==> config.mk <==
export PLATFORM = sky130hd
export DESIGN_NAME = ipv4_dotted_decimal_parser_flat
export DESIGN_NICKNAME = d
export VERILOG_FILES = /design/src/rtl/ipv4dp_pkg.sv /design/src/rtl/ipv4dp_req_if.sv /design/src/rtl/ipv4dp_rsp_if.sv /design/src/rtl/ipv4_dotted_decimal_parser.sv /design/src/rtl/ipv4dp_parse.sv /design/src/flat_wrapper.sv
export SDC_FILE = /design/constraint.sdc
export NUM_CORES = 1
export LEC_CHECK = 0
export BUFFER_PORTS_ARGS = -buffer_cell sky130_fd_sc_hd__buf_2
export CAP_MARGIN = 10
export CORE_MARGIN = 1.5
export CORE_UTILIZATION = 41
export CTS_CLUSTER_DIAMETER = 80
export DETAILED_ROUTE_END_ITERATION = 7
export SLEW_MARGIN = 20
export SYNTH_ARGS = -nofsm -noshare
export SYNTH_HDL_FRONTEND = slang
export SYNTH_SLANG_ARGS = --single-unit
==> constraint.sdc <==
create_clock -name clock -period 5.75 [get_ports clock]
set_input_delay 0.2875 -clock clock [delete_from_list [all_inputs] [get_ports clock]]
set_output_delay 0.2875 -clock clock [all_outputs]
set_load 0.02 [all_outputs]
==> src/rtl/ipv4dp_pkg.sv <==
`default_nettype none

package ipv4dp_pkg;

   localparam int CHAR_W   = 8;
   localparam int FIELD_W  = 10;
   localparam int COUNT_W  = 2;
   localparam int OCTETS_W = 24;
   localparam int ADDR_W   = 32;

   localparam logic [CHAR_W-1:0]  DOT_CHAR   = 8'h2E;
   localparam logic [CHAR_W-1:0]  DIGIT_BASE = 8'd48;
   localparam logic [CHAR_W-1:0]  DIGIT_TOP  = 8'd57;
   localparam logic [COUNT_W-1:0] MAX_DIGITS = 2'd3;
   localparam logic [COUNT_W-1:0] MAX_DOTS   = 2'd3;

   // one character as it leaves the input register
   typedef struct packed {
      logic              step;
      logic [CHAR_W-1:0] character;
      logic              is_last;
   } item_type;

   typedef struct packed {
      logic [ADDR_W-1:0] address;
      logic              ok;
   } result_type;

endpackage

`default_nettype wire

==> src/rtl/ipv4dp_req_if.sv <==
`default_nettype none

interface ipv4dp_req_if;
   logic       valid;
   logic       ready;
   logic [7:0] character;
   logic       is_last;

   modport source (output valid, output character, output is_last, input ready);
   modport sink   (input valid, input character, input is_last, output ready);
endinterface

`default_nettype wire

==> src/rtl/ipv4dp_rsp_if.sv <==
`default_nettype none

interface ipv4dp_rsp_if;
   logic        valid;
   logic        ready;
   logic [31:0] address;
   logic        ok;

   modport source (output valid, output address, output ok, input ready);
   modport sink   (input valid, input address, input ok, output ready);
endinterface

`default_nettype wire

==> src/rtl/ipv4_dotted_decimal_parser.sv <==
// Dotted-decimal IPv4 string to 32-bit address.
//
// req_chan carries one ASCII character per item, with is_last set on the
// final character of the string. rsp_chan returns one item per string,
// issued for the item marked is_last: the address (first octet in bits
// 31..24) and ok. A malformed string (wrong dot count, an empty field or
// one with more than three digits, any character that is not a digit or a
// dot) gives address 0 with ok clear. A field above 255 keeps its low 8 bits.
//
// Throughput is one character per cycle, save that a final character
// waits while the output register is full and stalled. Each character is
// held in the input register, then the field/dot update and the result
// are worked out in a single pass into the output register.
// If rsp_chan stalls, the input register still passes non-final characters
// on; only a final character waits for the output register to drain.
// Synchronous reset empties both registers and clears the string state.
`default_nettype none

module ipv4_dotted_decimal_parser (
   input wire logic     clock,
   input wire logic     reset,
   ipv4dp_req_if.sink   req_chan,
   ipv4dp_rsp_if.source rsp_chan
);

   logic                  in_valid_ff, in_valid_in;
   logic [7:0]            in_char_ff;
   logic                  in_last_ff;
   logic                  out_valid_ff, out_valid_in;
   ipv4dp_pkg::result_type out_ff;

   logic                   out_free;
   logic                   in_go;
   logic                   req_take;
   ipv4dp_pkg::item_type   item;
   ipv4dp_pkg::result_type result;

   assign out_free = !out_valid_ff || rsp_chan.ready;
   assign in_go    = in_valid_ff && (!in_last_ff || out_free);
   assign req_chan.ready = !in_valid_ff || in_go;
   assign req_take = req_chan.valid && req_chan.ready;

   assign item.step      = in_go;
   assign item.character = in_char_ff;
   assign item.is_last   = in_last_ff;

   ipv4dp_parse u_parse (
      .clock  (clock),
      .reset  (reset),
      .item   (item),
      .result (result)
   );

   assign in_valid_in  = req_take || (in_valid_ff && !in_go);
   assign out_valid_in = (out_valid_ff && !rsp_chan.ready) || (in_go && in_last_ff);

   always_ff @(posedge clock) begin
      if (reset) begin
         in_valid_ff  <= 1'b0;
         out_valid_ff <= 1'b0;
      end else begin
         in_valid_ff  <= in_valid_in;
         out_valid_ff <= out_valid_in;
      end
   end

   always_ff @(posedge clock) begin
      if (req_take) begin
         in_char_ff <= req_chan.character;
         in_last_ff <= req_chan.is_last;
      end
      if (in_go && in_last_ff) begin
         out_ff <= result;
      end
   end

   assign rsp_chan.valid   = out_valid_ff;
   assign rsp_chan.address = out_ff.address;
   assign rsp_chan.ok      = out_ff.ok;

endmodule

`default_nettype wire

==> src/rtl/ipv4dp_parse.sv <==
`default_nettype none

module ipv4dp_parse (
   input  wire logic                   clock,
   input  wire logic                   reset,
   input  wire ipv4dp_pkg::item_type   item,
   output ipv4dp_pkg::result_type      result
);

   logic [ipv4dp_pkg::FIELD_W-1:0]  field_ff,  field_in;
   logic [ipv4dp_pkg::COUNT_W-1:0]  digits_ff, digits_in;
   logic [ipv4dp_pkg::COUNT_W-1:0]  dots_ff,   dots_in;
   logic [ipv4dp_pkg::OCTETS_W-1:0] octets_ff, octets_in;
   logic                            bad_ff,    bad_in;

   logic                            is_digit;
   logic                            is_dot;
   logic [ipv4dp_pkg::CHAR_W-1:0]   char_off;
   logic [12:0]                     times_ten;
   logic [12:0]                     field_sum;
   logic                            good;

   assign is_digit  = (item.character >= ipv4dp_pkg::DIGIT_BASE) &&
                      (item.character <= ipv4dp_pkg::DIGIT_TOP);
   assign is_dot    = (item.character == ipv4dp_pkg::DOT_CHAR);
   assign char_off  = item.character - ipv4dp_pkg::DIGIT_BASE;
   // x*10 as x*8 + x*2
   assign times_ten = {field_ff, 3'b000} + {2'b00, field_ff, 1'b0};
   assign field_sum = times_ten + {9'd0, char_off[3:0]};

   always_comb begin
      field_in  = field_ff;
      digits_in = digits_ff;
      dots_in   = dots_ff;
      octets_in = octets_ff;
      bad_in    = bad_ff;
      // once malformed, nothing moves until the last item
      if (!bad_ff) begin
         if (is_digit) begin
            if (digits_ff == ipv4dp_pkg::MAX_DIGITS) begin
               bad_in = 1'b1;
            end else begin
               field_in  = field_sum[ipv4dp_pkg::FIELD_W-1:0];
               digits_in = digits_ff + 2'd1;
            end
         end else if (is_dot) begin
            if ((digits_ff == 2'd0) || (dots_ff == ipv4dp_pkg::MAX_DOTS)) begin
               bad_in = 1'b1;
            end else begin
               octets_in = {octets_ff[15:0], field_ff[7:0]};
               dots_in   = dots_ff + 2'd1;
               field_in  = '0;
               digits_in = '0;
            end
         end else begin
            bad_in = 1'b1;
         end
      end
   end

   assign good           = !bad_in && (dots_in == ipv4dp_pkg::MAX_DOTS) && (digits_in != 2'd0);
   assign result.ok      = good;
   assign result.address = good ? {octets_in, field_in[7:0]} : '0;

   always_ff @(posedge clock) begin
      if (reset || (item.step && item.is_last)) begin
         field_ff  <= '0;
         digits_ff <= '0;
         dots_ff   <= '0;
         octets_ff <= '0;
         bad_ff    <= 1'b0;
      end else if (item.step) begin
         field_ff  <= field_in;
         digits_ff <= digits_in;
         dots_ff   <= dots_in;
         octets_ff <= octets_in;
         bad_ff    <= bad_in;
      end
   end

endmodule

`default_nettype wire

==> src/flat_wrapper.sv <==
// flat-port wrapper written by rule: the top's interface ports become plain ports
module ipv4_dotted_decimal_parser_flat 
  (clock, reset, req_chan_valid, req_chan_character, req_chan_is_last, req_chan_ready, rsp_chan_valid, rsp_chan_address, rsp_chan_ok, rsp_chan_ready);
  ipv4dp_req_if req_chan_i ();
  ipv4dp_rsp_if rsp_chan_i ();
  input wire logic clock;
  input wire logic reset;
  input wire logic [$bits(req_chan_i.valid)-1:0] req_chan_valid;
  input wire logic [$bits(req_chan_i.character)-1:0] req_chan_character;
  input wire logic [$bits(req_chan_i.is_last)-1:0] req_chan_is_last;
  output wire logic [$bits(req_chan_i.ready)-1:0] req_chan_ready;
  output wire logic [$bits(rsp_chan_i.valid)-1:0] rsp_chan_valid;
  output wire logic [$bits(rsp_chan_i.address)-1:0] rsp_chan_address;
  output wire logic [$bits(rsp_chan_i.ok)-1:0] rsp_chan_ok;
  input wire logic [$bits(rsp_chan_i.ready)-1:0] rsp_chan_ready;
  assign req_chan_i.valid = req_chan_valid;
  assign req_chan_i.character = req_chan_character;
  assign req_chan_i.is_last = req_chan_is_last;
  assign req_chan_ready = req_chan_i.ready;
  assign rsp_chan_valid = rsp_chan_i.valid;
  assign rsp_chan_address = rsp_chan_i.address;
  assign rsp_chan_ok = rsp_chan_i.ok;
  assign rsp_chan_i.ready = rsp_chan_ready;
  ipv4_dotted_decimal_parser u_core (.clock(clock), .reset(reset), .req_chan(req_chan_i), .rsp_chan(rsp_chan_i));
endmodule
==> impl_metrics.csv, run 1 <==
group,metric,value,unit
power_and_ir_drop,p_seq_share,59.9,%
routing,routed_wl,6560,um
grt,grt_pass1_vias,2235,
timing,max-slew-margin-rel,34.7,%
yosys,yosysTopAreaCell,"edfxtp_1",
yosys,avgSynthCellArea,10.3,um2
setup_path,crit_fanout,25,
setup_path,arrival,2.93,ns
yosys,ys.flop_type,"edfxtp_1",
floorplanning,die_x,95.3,um
floorplanning,rows,33,
floorplanning,die_y,95.3,um
yosys,syn_area,3490,um2
run_status,outcome,"complete, no violations",
power_and_ir_drop,p_int,0.785,mW
yosys,synth_edf_count,42,
routing,dr_total_vias,2460,
setup_path,reg2reg_from,"u_core.in_char_ff[7]",
worst_hold_path,hold_path.startpoint,"req_chan_character[0]",
timing,max_slew.worst_pin.slew,0.979,ns
timing,slew_violations,0,
timing,rsz0062_at_grt,"no",
yosys,ys_seq_area_share,58.5,%
finish,antenna_cells,0,
grt,antenna_found_initial,0,
clock_tree,cts_buffers,9,
timing,finalSetupViolCount,0,
timing,clock_skew,0.0105,ns
setup_path,critPathCaptureType,"register",
setup_path,start_kind,"register",
clock_tree,clk-insertion-delay-late,0.36,ns
setup_path,crit_required,5.99,ns
clock_tree,post_cts_buffers,0,
floorplanning,initial_core_util,42.5,%
grt,grt-ovfl-total,0,
clock_tree,cts_tree,"yes",
yosys,synth_cell_types,44,
setup_path,reg2reg_depth,5,
clock_tree,hold_buffers,0,
worst_hold_path,whs_endpoint,"u_core.in_char_ff[0]",
floorplanning,coreArea,8220,um2
job,maxCapViolCount,0,
clock_tree,cts-htree-levels,3,
worst_hold_path,min_path_type,"in -> reg",
timing,tns,0,ns
routing,ant_nets,0,
clock_tree,clkSinkCount,81,
setup_path,regToRegSetupSlack,3.05,ns
power_and_ir_drop,power_leakage,1.46,nW
power_and_ir_drop,switching_share,23.9,%
power_and_ir_drop,pwr-share-clk,36.7,%
yosys,synthArstFlopShare,0,%
power_and_ir_drop,combPwrFrac,3.5,%
grt,grt_pass1_wl,10700,um
clock_tree,clkSlewWorstSetupHoldPaths,0.08,ns
timing,hold_slack,0.104,ns
power_and_ir_drop,vdd.ir_drop.worst,0.131,mV
routing,vias_per_cell,4.99,
grt,grt_max_degree,34,
routing,drt-initial-drc-count,179,
placement,gp_congestion,0.784,
timing,hold_viol_final,0,
power_and_ir_drop,power.density,260,nW/um2
yosys,synth_area_leaders,"edfxtp_1 36%, dfxtp_1 22%, nand2_1 11%",
yosys,syn-num-nets,365,
finish,syn_to_final_growth,13.5,%
grt,grtUsageTotal,15.7,%
finish,drive_above_1_share,19.6,%
setup_path,rr_endpoint,"u_core.u_parse.octets_ff[7]",
yosys,netlist_instances,339,
floorplanning,fp.dieArea,9070,um2
routing,drc,0,
yosys,synth_seq_cells,81,
yosys,ys.warnings.count,0,
worst_hold_path,hold_path_depth,1,
clock_tree,post_cts_resized,0,
timing,fmaxAchievable,0.371,GHz
timing,fin_crit_sh,46.9,%
clock_tree,clockBufferDepth,2,
power_and_ir_drop,power_switching,0.247,mW
placement,portBuffers,47,
floorplanning,ios,48,
clock_tree,clockRootBuffer,"clkbuf_8",
routing,wl_per_cell,13.3,um
placement,post-dp-hpwl,4190,um
setup_path,worstSetupPathType,"reg -> reg",
yosys,yosys.area.top_type_share,36.1,%
finish,nNetsFinal,409,
timing,period_needed,2.70,ns
routing,first_pass_iters,4,
-- per-stage QoR --
step / cell area [um2] / utilization [%] / total power [mW] / setup WS [ns] / cells
2_1_floorplan: 3490 / - / 0.654 / 2.65 / 339
3_3_place_gp: 3780 / 46.0 / 0.667 / 3.11 / 477
3_5_place_dp: 3780 / 46.0 / 0.667 / 3.06 / 477
4_1_cts: 3960 / 48.2 / 1.05 / 3.05 / 493
5_1_grt: 3960 / 48.2 / 1.08 / 2.78 / 493
6_report: 3960 / 48.2 / 1.03 / 3.05 / 493
-- routing by layer --
layer | share of wire (%) | vias to the layer above | track usage, %
met1 | 47 | 1136 | 21.0
met2 | 47 | 55 | 23.8
met5 | 0 | - | 0
li1 | - | 1260 | -
met4 | 1.1 | 0 | 6.72
met3 | 4.7 | 9 | 4.31
-- cells in the mapped netlist, drive strengths merged, types with 2 or more instances --
| cell type | count |
|---|---|
| ha | 11 |
| xnor2 | 5 |
| edfxtp | 42 |
| o21ai | 4 |
| and2 | 8 |
| inv | 8 |
| fa | 2 |
| a21oi | 56 |
| buf | 10 |
| nor3 | 2 |
| clkbuf | 6 |
| nor2 | 6 |
| nor2b | 3 |
| a311oi | 2 |
| or2 | 3 |
| nand3 | 3 |
| xor2 | 2 |
| a31oi | 3 |
| a22o | 7 |
| nand2 | 103 |
| dfxtp | 39 |
-- layout by cell type, fill, tap and decap left out, types with 2 or more instances in the layout --
| cell type | count |
|---|---|
| a311oi_1 | 2 |
| nand2_1 | 102 |
| a21oi_1 | 56 |
| nand3_1 | 3 |
| o21ai_0 | 4 |
| edfxtp_1 | 42 |
| xnor2_1 | 5 |
| clkinvlp_4 | 3 |
| clkbuf_8 | 9 |
| inv_6 | 3 |
| fa_1 | 2 |
| dfxtp_1 | 39 |
| nor2_1 | 4 |
| ha_1 | 11 |
| buf_4 | 2 |
| and2_1 | 8 |
| inv_1 | 7 |
| xor2_1 | 2 |
| buf_2 | 47 |
| a22o_1 | 7 |
| nor2b_1 | 2 |
| a31oi_1 | 3 |
-- layout make-up --
type                            instances  area (um2)
Fill cell                             783        4260
Inverter                                8        30.0
Clock buffer                            9         124
Sequential cell                        81        2040
Timing Repair Buffer                   49         250
Tap cell                              105         131
Multi-Input combinational cell        234        1330
Clock inverter                          7        53.8
-- worst max path at each step --
stage	startpoint	to	slack (ns)	cells after the start
2_1_floorplan	u_core.rsp_chan.valid	u_core.u_parse.octets_ff[10]	2.65	7
3_3_place_gp	u_core.in_char_ff[7]	u_core.u_parse.octets_ff[7]	3.11	5
3_5_place_dp	u_core.in_char_ff[7]	u_core.u_parse.octets_ff[7]	3.06	5
4_1_cts	u_core.in_char_ff[7]	u_core.u_parse.octets_ff[7]	3.05	5
5_1_grt	u_core.in_char_ff[7]	u_core.u_parse.octets_ff[7]	2.78	5
6_report	u_core.in_char_ff[7]	u_core.u_parse.octets_ff[7]	3.05	5
-- state kept, by name (all words and copies together), names as in the netlist --
name and count:
u_core.u_parse.digits_ff 2, u_core.rsp_chan.address 32, u_core.rsp_chan.valid 1, u_core.u_parse.field_ff 8
u_core.rsp_chan.ok 1, u_core.u_parse.octets_ff 24, u_core.u_parse.dots_ff 2, u_core.u_parse.bad_ff 1
u_core.in_valid_ff 1, u_core.in_last_ff 1, u_core.in_char_ff 8
-- cells by family after synthesis --
group           Yosys count  share of synthesized area (%)
simple gates            136                           18.3
compound gates           78                           12.9
xor+xnor                  7                           1.76
buf+inv                  24                           3.44
fa+ha+maj                13                           5.09
flops                    81                           58.5
-- worst max-delay path: stages (launching register included) --
cell	delay, ns
edfxtp_1	0.43
nor4b_4	0.48
and4_1	0.86
nand2_2	0.51
nand2_1	0.21
a21oi_1	0.08
-- power groups by stage --
stage	registers (mW)	logic [mW]	clock network [mW]
final	0.618	0.0356	0.378
after CTS	0.618	0.0361	0.393
after global placement	0.631	0.0356	0
after detailed placement	0.631	0.0360	0
after global routing	0.619	0.0396	0.418
after floorplan	0.634	0.0195	0
(Power assumes the default switching activity.)
==> run 2, diff against run 1 <==
==> constraint.sdc (replaced) <==
create_clock -name clock -period 2.7 [get_ports clock]
set_input_delay 0.135 -clock clock [delete_from_list [all_inputs] [get_ports clock]]
set_output_delay 0.135 -clock clock [all_outputs]
set_load 0.02 [all_outputs]
==> impl_metrics.csv, run 2 (synthesis results as in run 1) <==
group,metric,value,unit
run_status,outcome,"complete, no violations",
clock_tree,clk-insertion-delay-late,0.35,ns
timing,max_slew.worst_pin.slew,0.882,ns
timing,rsz0062_at_grt,"no",
grt,grt_pass1_wl,11300,um
timing,fmaxAchievable,0.408,GHz
routing,routed_wl,6740,um
timing,clock_skew,0.0104,ns
clock_tree,clockBufferDepth,2,
timing,hold_viol_final,0,
finish,layout_commonest_cell,"nand2_1",
power_and_ir_drop,pwr-share-clk,39.8,%
finish,fillers,760,
floorplanning,ios,48,
grt,antenna_found_initial,0,
setup_path,max_stage_delay,0.53,ns
setup_path,start_kind,"register",
grt,grt_max_degree,34,
routing,drt-initial-drc-count,134,
clock_tree,cts_buffers,9,
finish,regArea,2040,um2
clock_tree,cts-htree-levels,3,
power_and_ir_drop,p_int,1.82,mW
clock_tree,clkSlewWorstSetupHoldPaths,0.08,ns
power_and_ir_drop,p_seq_share,56.3,%
finish,drive_above_1_share,19.9,%
floorplanning,die_y,95.3,um
setup_path,arrival,2.70,ns
setup_path,crit_required,2.95,ns
finish,nNetsFinal,424,
clock_tree,clockRootBuffer,"clkbuf_8",
finish,multi_input_comb_area,1330,um2
routing,vias_per_cell,5.04,
worst_hold_path,min_path_type,"in -> reg",
floorplanning,rows,33,
placement,portBuffers,47,
grt,grt-ovfl-total,0,
clock_tree,clkSinkCount,81,
floorplanning,initial_core_util,42.5,%
routing,wl_per_cell,13.3,um
clock_tree,post_cts_resized,0,
finish,utilization,50.3,%
finish,antenna_cells,0,
timing,slew_violations,0,
timing,fin_crit_sh,90.9,%
clock_tree,cts_tree,"yes",
grt,grt_pass1_vias,2428,
routing,ant_nets,0,
floorplanning,fp.dieArea,9070,um2
job,maxCapViolCount,0,
finish,syn_to_final_growth,18.5,%
timing,tns,0,ns
power_and_ir_drop,switching_share,21.9,%
setup_path,critPathCaptureType,"register",
power_and_ir_drop,vdd.ir_drop.worst,0.384,mV
grt,grtUsageTotal,16.4,%
setup_path,crit_fanout,5,
placement,gp_congestion,0.786,
finish,most-common-layout-cells,"102 x nand2_1, 56 x a21oi_1, 47 x buf_2",
setup_path,crit_slowest_cell,"fa_1",
floorplanning,die_x,95.3,um
power_and_ir_drop,power.density,564,nW/um2
timing,finalSetupViolCount,0,
power_and_ir_drop,combPwrFrac,3.9,%
setup_path,path_cells,"inv_1 -> fa_1 -> inv_1 -> ha_1 -> a21oi_1 -> nor2b_1 -> a311oi_1 -> xnor2_1 -> a2bb2o_1",
clock_tree,hold_buffers,10,
setup_path,worstSetupPathType,"reg -> reg",
setup_path,cpMostUsedCell,"inv_1",
timing,period_needed,2.45,ns
floorplanning,coreArea,8220,um2
timing,max-slew-margin-rel,40.9,%
placement,post-dp-hpwl,4430,um
clock_tree,post_cts_buffers,0,
finish,largest_register_ff_count,32,
routing,dr_total_vias,2562,
power_and_ir_drop,power_switching,0.511,mW
routing,first_pass_iters,5,
routing,drc,0,
power_and_ir_drop,power_leakage,1.54,nW
run 2: path summary, 6_finish.rpt:
| kind | from | end | slack [ns] | cells past startpoint |
|---|---|---|---|---|
| setup / recovery | u_core.u_parse.field_ff[0] | u_core.u_parse.field_ff[7] | 0.25 | 9 |
| hold / removal | req_chan_valid | u_core.in_valid_ff | 0.04 | 3 |
| setup reg to reg | u_core.u_parse.field_ff[0] | u_core.u_parse.field_ff[7] | 0.25 | 9 |
| hold reg to reg | u_core.u_parse.octets_ff[23] | u_core.u_parse.octets_ff[23] | 0.46 | 2 |
run 2: cell type report:
type | instances | share of cell area (%)
clock buffer | 10 | 3.60
clock inverter | 6 | 1.57
inverter | 8 | 0.726
multi-input combinational | 234 | 32.2
sequential | 81 | 49.4
tap | 105 | 3.18
timing repair buffer | 64 | 9.38
run 2: power groups by stage:
| stage | Clock (mW) | Combinational (mW) | Sequential, mW |
|---|---|---|---|
| 2_1_floorplan | 0 | 0.0417 | 1.35 |
| 3_3_place_gp | 0 | 0.0798 | 1.34 |
| 3_5_place_dp | 0 | 0.0806 | 1.34 |
| 4_1_cts | 0.951 | 0.0915 | 1.32 |
| 5_1_grt | 1.01 | 0.0996 | 1.32 |
| 6_report | 0.929 | 0.0903 | 1.32 |
run 2: through the flow:
| step | instance area (um2) | setup WS, ns | hold WS (ns) | std cells | power, mW |
|---|---|---|---|---|---|
| floorplan | 3490 | 0.150 | 0.204 | 339 | 1.39 |
| global placement | 3820 | 0.261 | 0.312 | 482 | 1.42 |
| detailed placement | 3820 | 0.237 | 0.313 | 482 | 1.42 |
| CTS | 4140 | 0.230 | 0.0204 | 508 | 2.36 |
| global route | 4140 | 0.140 | 0.0375 | 508 | 2.43 |
| finish | 4140 | 0.246 | 0.0370 | 508 | 2.33 |
run 2: routing by layer:
layer  vias up  wire (um)  global-route usage (%)  share of wire [%]
li1       1285          -                       -                  -
met1      1214       3110                    20.9                 46
met2        53       3230                    26.7                 48
met3        10        294                    4.47                4.4
met4         0        105                    6.22                1.6
met5         -          0                       0                  0
run 2: critical path: cells and delay by family (launching register included):
| family | cells | cell delay (ns) |
|---|---|---|
| compound gates | 3 | 0.74 |
| xor+xnor | 1 | 0.18 |
| fa+ha+maj | 2 | 0.81 |
| buf+inv | 2 | 0.15 |
| flops | 1 | 0.40 |
| simple gates | 1 | 0.07 |
==> run 3, diff against run 2 <==
--- a/config.mk
+++ b/config.mk
@@ -11,6 +11,7 @@
 export CORE_UTILIZATION = 41
 export CTS_CLUSTER_DIAMETER = 80
 export DETAILED_ROUTE_END_ITERATION = 7
+export PLACE_DENSITY_LB_ADDON = 0.1
 export SLEW_MARGIN = 20
 export SYNTH_ARGS = -nofsm -noshare
 export SYNTH_HDL_FRONTEND = slang
==> impl_metrics.csv, run 3 (synthesis results as in run 1) <==
group,metric,value,unit
placement,post-dp-hpwl,4570,um
run_status,outcome,"complete, no violations",
grt,grt_max_degree,34,
worst_hold_path,min_path_type,"in -> reg",
timing,hold_slack,0.0312,ns
power_and_ir_drop,power_leakage,1.54,nW
floorplanning,coreArea,8220,um2
placement,pre_cts_ws,0.209,ns
clock_tree,cts-htree-levels,3,
clock_tree,clockRootBuffer,"clkbuf_8",
clock_tree,clk-insertion-delay-late,0.35,ns
setup_path,max_stage_delay,0.53,ns
power_and_ir_drop,total_power,2.37,mW
finish,syn_to_final_growth,18.6,%
timing,max_slew.worst_pin.slew,0.948,ns
routing,wl_per_cell,14.1,um
routing,drc,0,
setup_path,crit_slowest_cell,"fa_1",
setup_path,arrival,2.74,ns
grt,antenna_found_initial,0,
power_and_ir_drop,vdd.ir_drop.worst,0.276,mV
routing,dr_total_vias,2541,
timing,rsz0062_at_grt,"no",
routing,routed_wl,7140,um
floorplanning,fp.dieArea,9070,um2
grt,grtUsageTotal,17.0,%
timing,period_needed,2.50,ns
placement,placed_area,3810,um2
setup_path,crit_fanout,5,
finish,drive_above_1_share,19.9,%
setup_path,path_cells,"inv_1 -> fa_1 -> inv_1 -> ha_1 -> a21oi_1 -> nor2b_1 -> a311oi_1 -> xnor2_1 -> a2bb2o_1",
clock_tree,cts_buffers,9,
timing,fin_crit_sh,92.6,%
finish,antenna_cells,0,
grt,grt-ovfl-total,0,
setup_path,critPathCaptureType,"register",
timing,tns,0,ns
finish,stdcell_area,4140,um2
timing,setup_ws,0.200,ns
timing,fmaxAchievable,0.400,GHz
setup_path,cpMostUsedCell,"inv_1",
finish,most-common-layout-cells,"102 x nand2_1, 56 x a21oi_1, 47 x buf_2",
routing,vias_per_cell,5.01,
timing,clock_skew,0.00737,ns
timing,slew_violations,0,
grt,grt_pass1_wl,11500,um
floorplanning,initial_core_util,42.5,%
routing,ant_nets,0,
clock_tree,clkSinkCount,81,
placement,portBuffers,47,
finish,nNetsFinal,423,
timing,hold_viol_final,0,
power_and_ir_drop,power.density,573,nW/um2
timing,max-slew-margin-rel,36.5,%
finish,largest_register_ff_count,32,
clock_tree,cts_tree,"yes",
routing,drt-initial-drc-count,107,
finish,layout_commonest_cell,"nand2_1",
finish,final_cells,507,
placement,gp_congestion,0.777,
floorplanning,ios,48,
floorplanning,rows,33,
job,maxCapViolCount,0,
grt,grt_pass1_vias,2352,
placement,dp.cells,481,
floorplanning,die_x,95.3,um
routing,first_pass_iters,4,
floorplanning,die_y,95.3,um
timing,finalSetupViolCount,0,
setup_path,crit_required,2.94,ns
clock_tree,clockBufferDepth,2,
setup_path,worstSetupPathType,"reg -> reg",
setup_path,start_kind,"register",
clock_tree,clkSlewWorstSetupHoldPaths,0.08,ns
finish,utilization,50.4,%
-- run 3: changes by cell type in the layout (fill, tap and decap cells not counted) --
| cell | previous run | this run |
|---|---|---|
| clkinv_1 | 1 | 0 |
| buf_4 | 7 | 6 |
| clkbuf_8 | 9 | 10 |
-- run 3: path summary, 6_finish.rpt --
kind	cells after the start	endpoint	start	slack (ns)
max	9	u_core.u_parse.field_ff[7]	u_core.u_parse.field_ff[0]	0.20
min reg2reg	2	u_core.u_parse.octets_ff[21]	u_core.u_parse.octets_ff[21]	0.46
min	3	u_core.in_valid_ff	req_chan_valid	0.03
max reg2reg	9	u_core.u_parse.field_ff[7]	u_core.u_parse.field_ff[0]	0.20
-- run 3: cell type report --
type / count / area, um2
Fill cell: 778 / 4080
Sequential cell: 81 / 2040
Multi-Input combinational cell: 234 / 1330
Timing Repair Buffer: 63 / 380
Clock buffer: 11 / 163
Tap cell: 105 / 131
Clock inverter: 5 / 61.3
Inverter: 8 / 30.0
-- run 3: timing repair --
item	CTS	global route
gates resized for setup	0	0
endpoints found under the hold margin	11	0
buffers inserted	0	0
hold buffers	10	0
-- run 3: metal layers --
metal | track usage, % | share of wire (%) | vias up
met3 | 3.11 | 2.9 | 10
met2 | 27.0 | 47 | 47
met1 | 22.5 | 49 | 1202
met5 | 0 | 0 | -
met4 | 7.46 | 1.5 | 0
li1 | - | - | 1282
-- run 3: critical path: cells and delay by family (launching register included) --
family	cells	cell delay [ns]
AO/OA/AOI/OAI	3	0.77
XOR/XNOR	1	0.17
adder cells (fa/ha/maj)	2	0.82
buffers and inverters	2	0.15
flip-flops	1	0.41
AND/OR/NAND/NOR	1	0.08
-- run 3: report_power, final --
part           total (mW)  switching, mW  internal [mW]
registers            1.32         0.0104           1.31
clock network       0.964          0.454          0.510
logic              0.0903         0.0549         0.0354
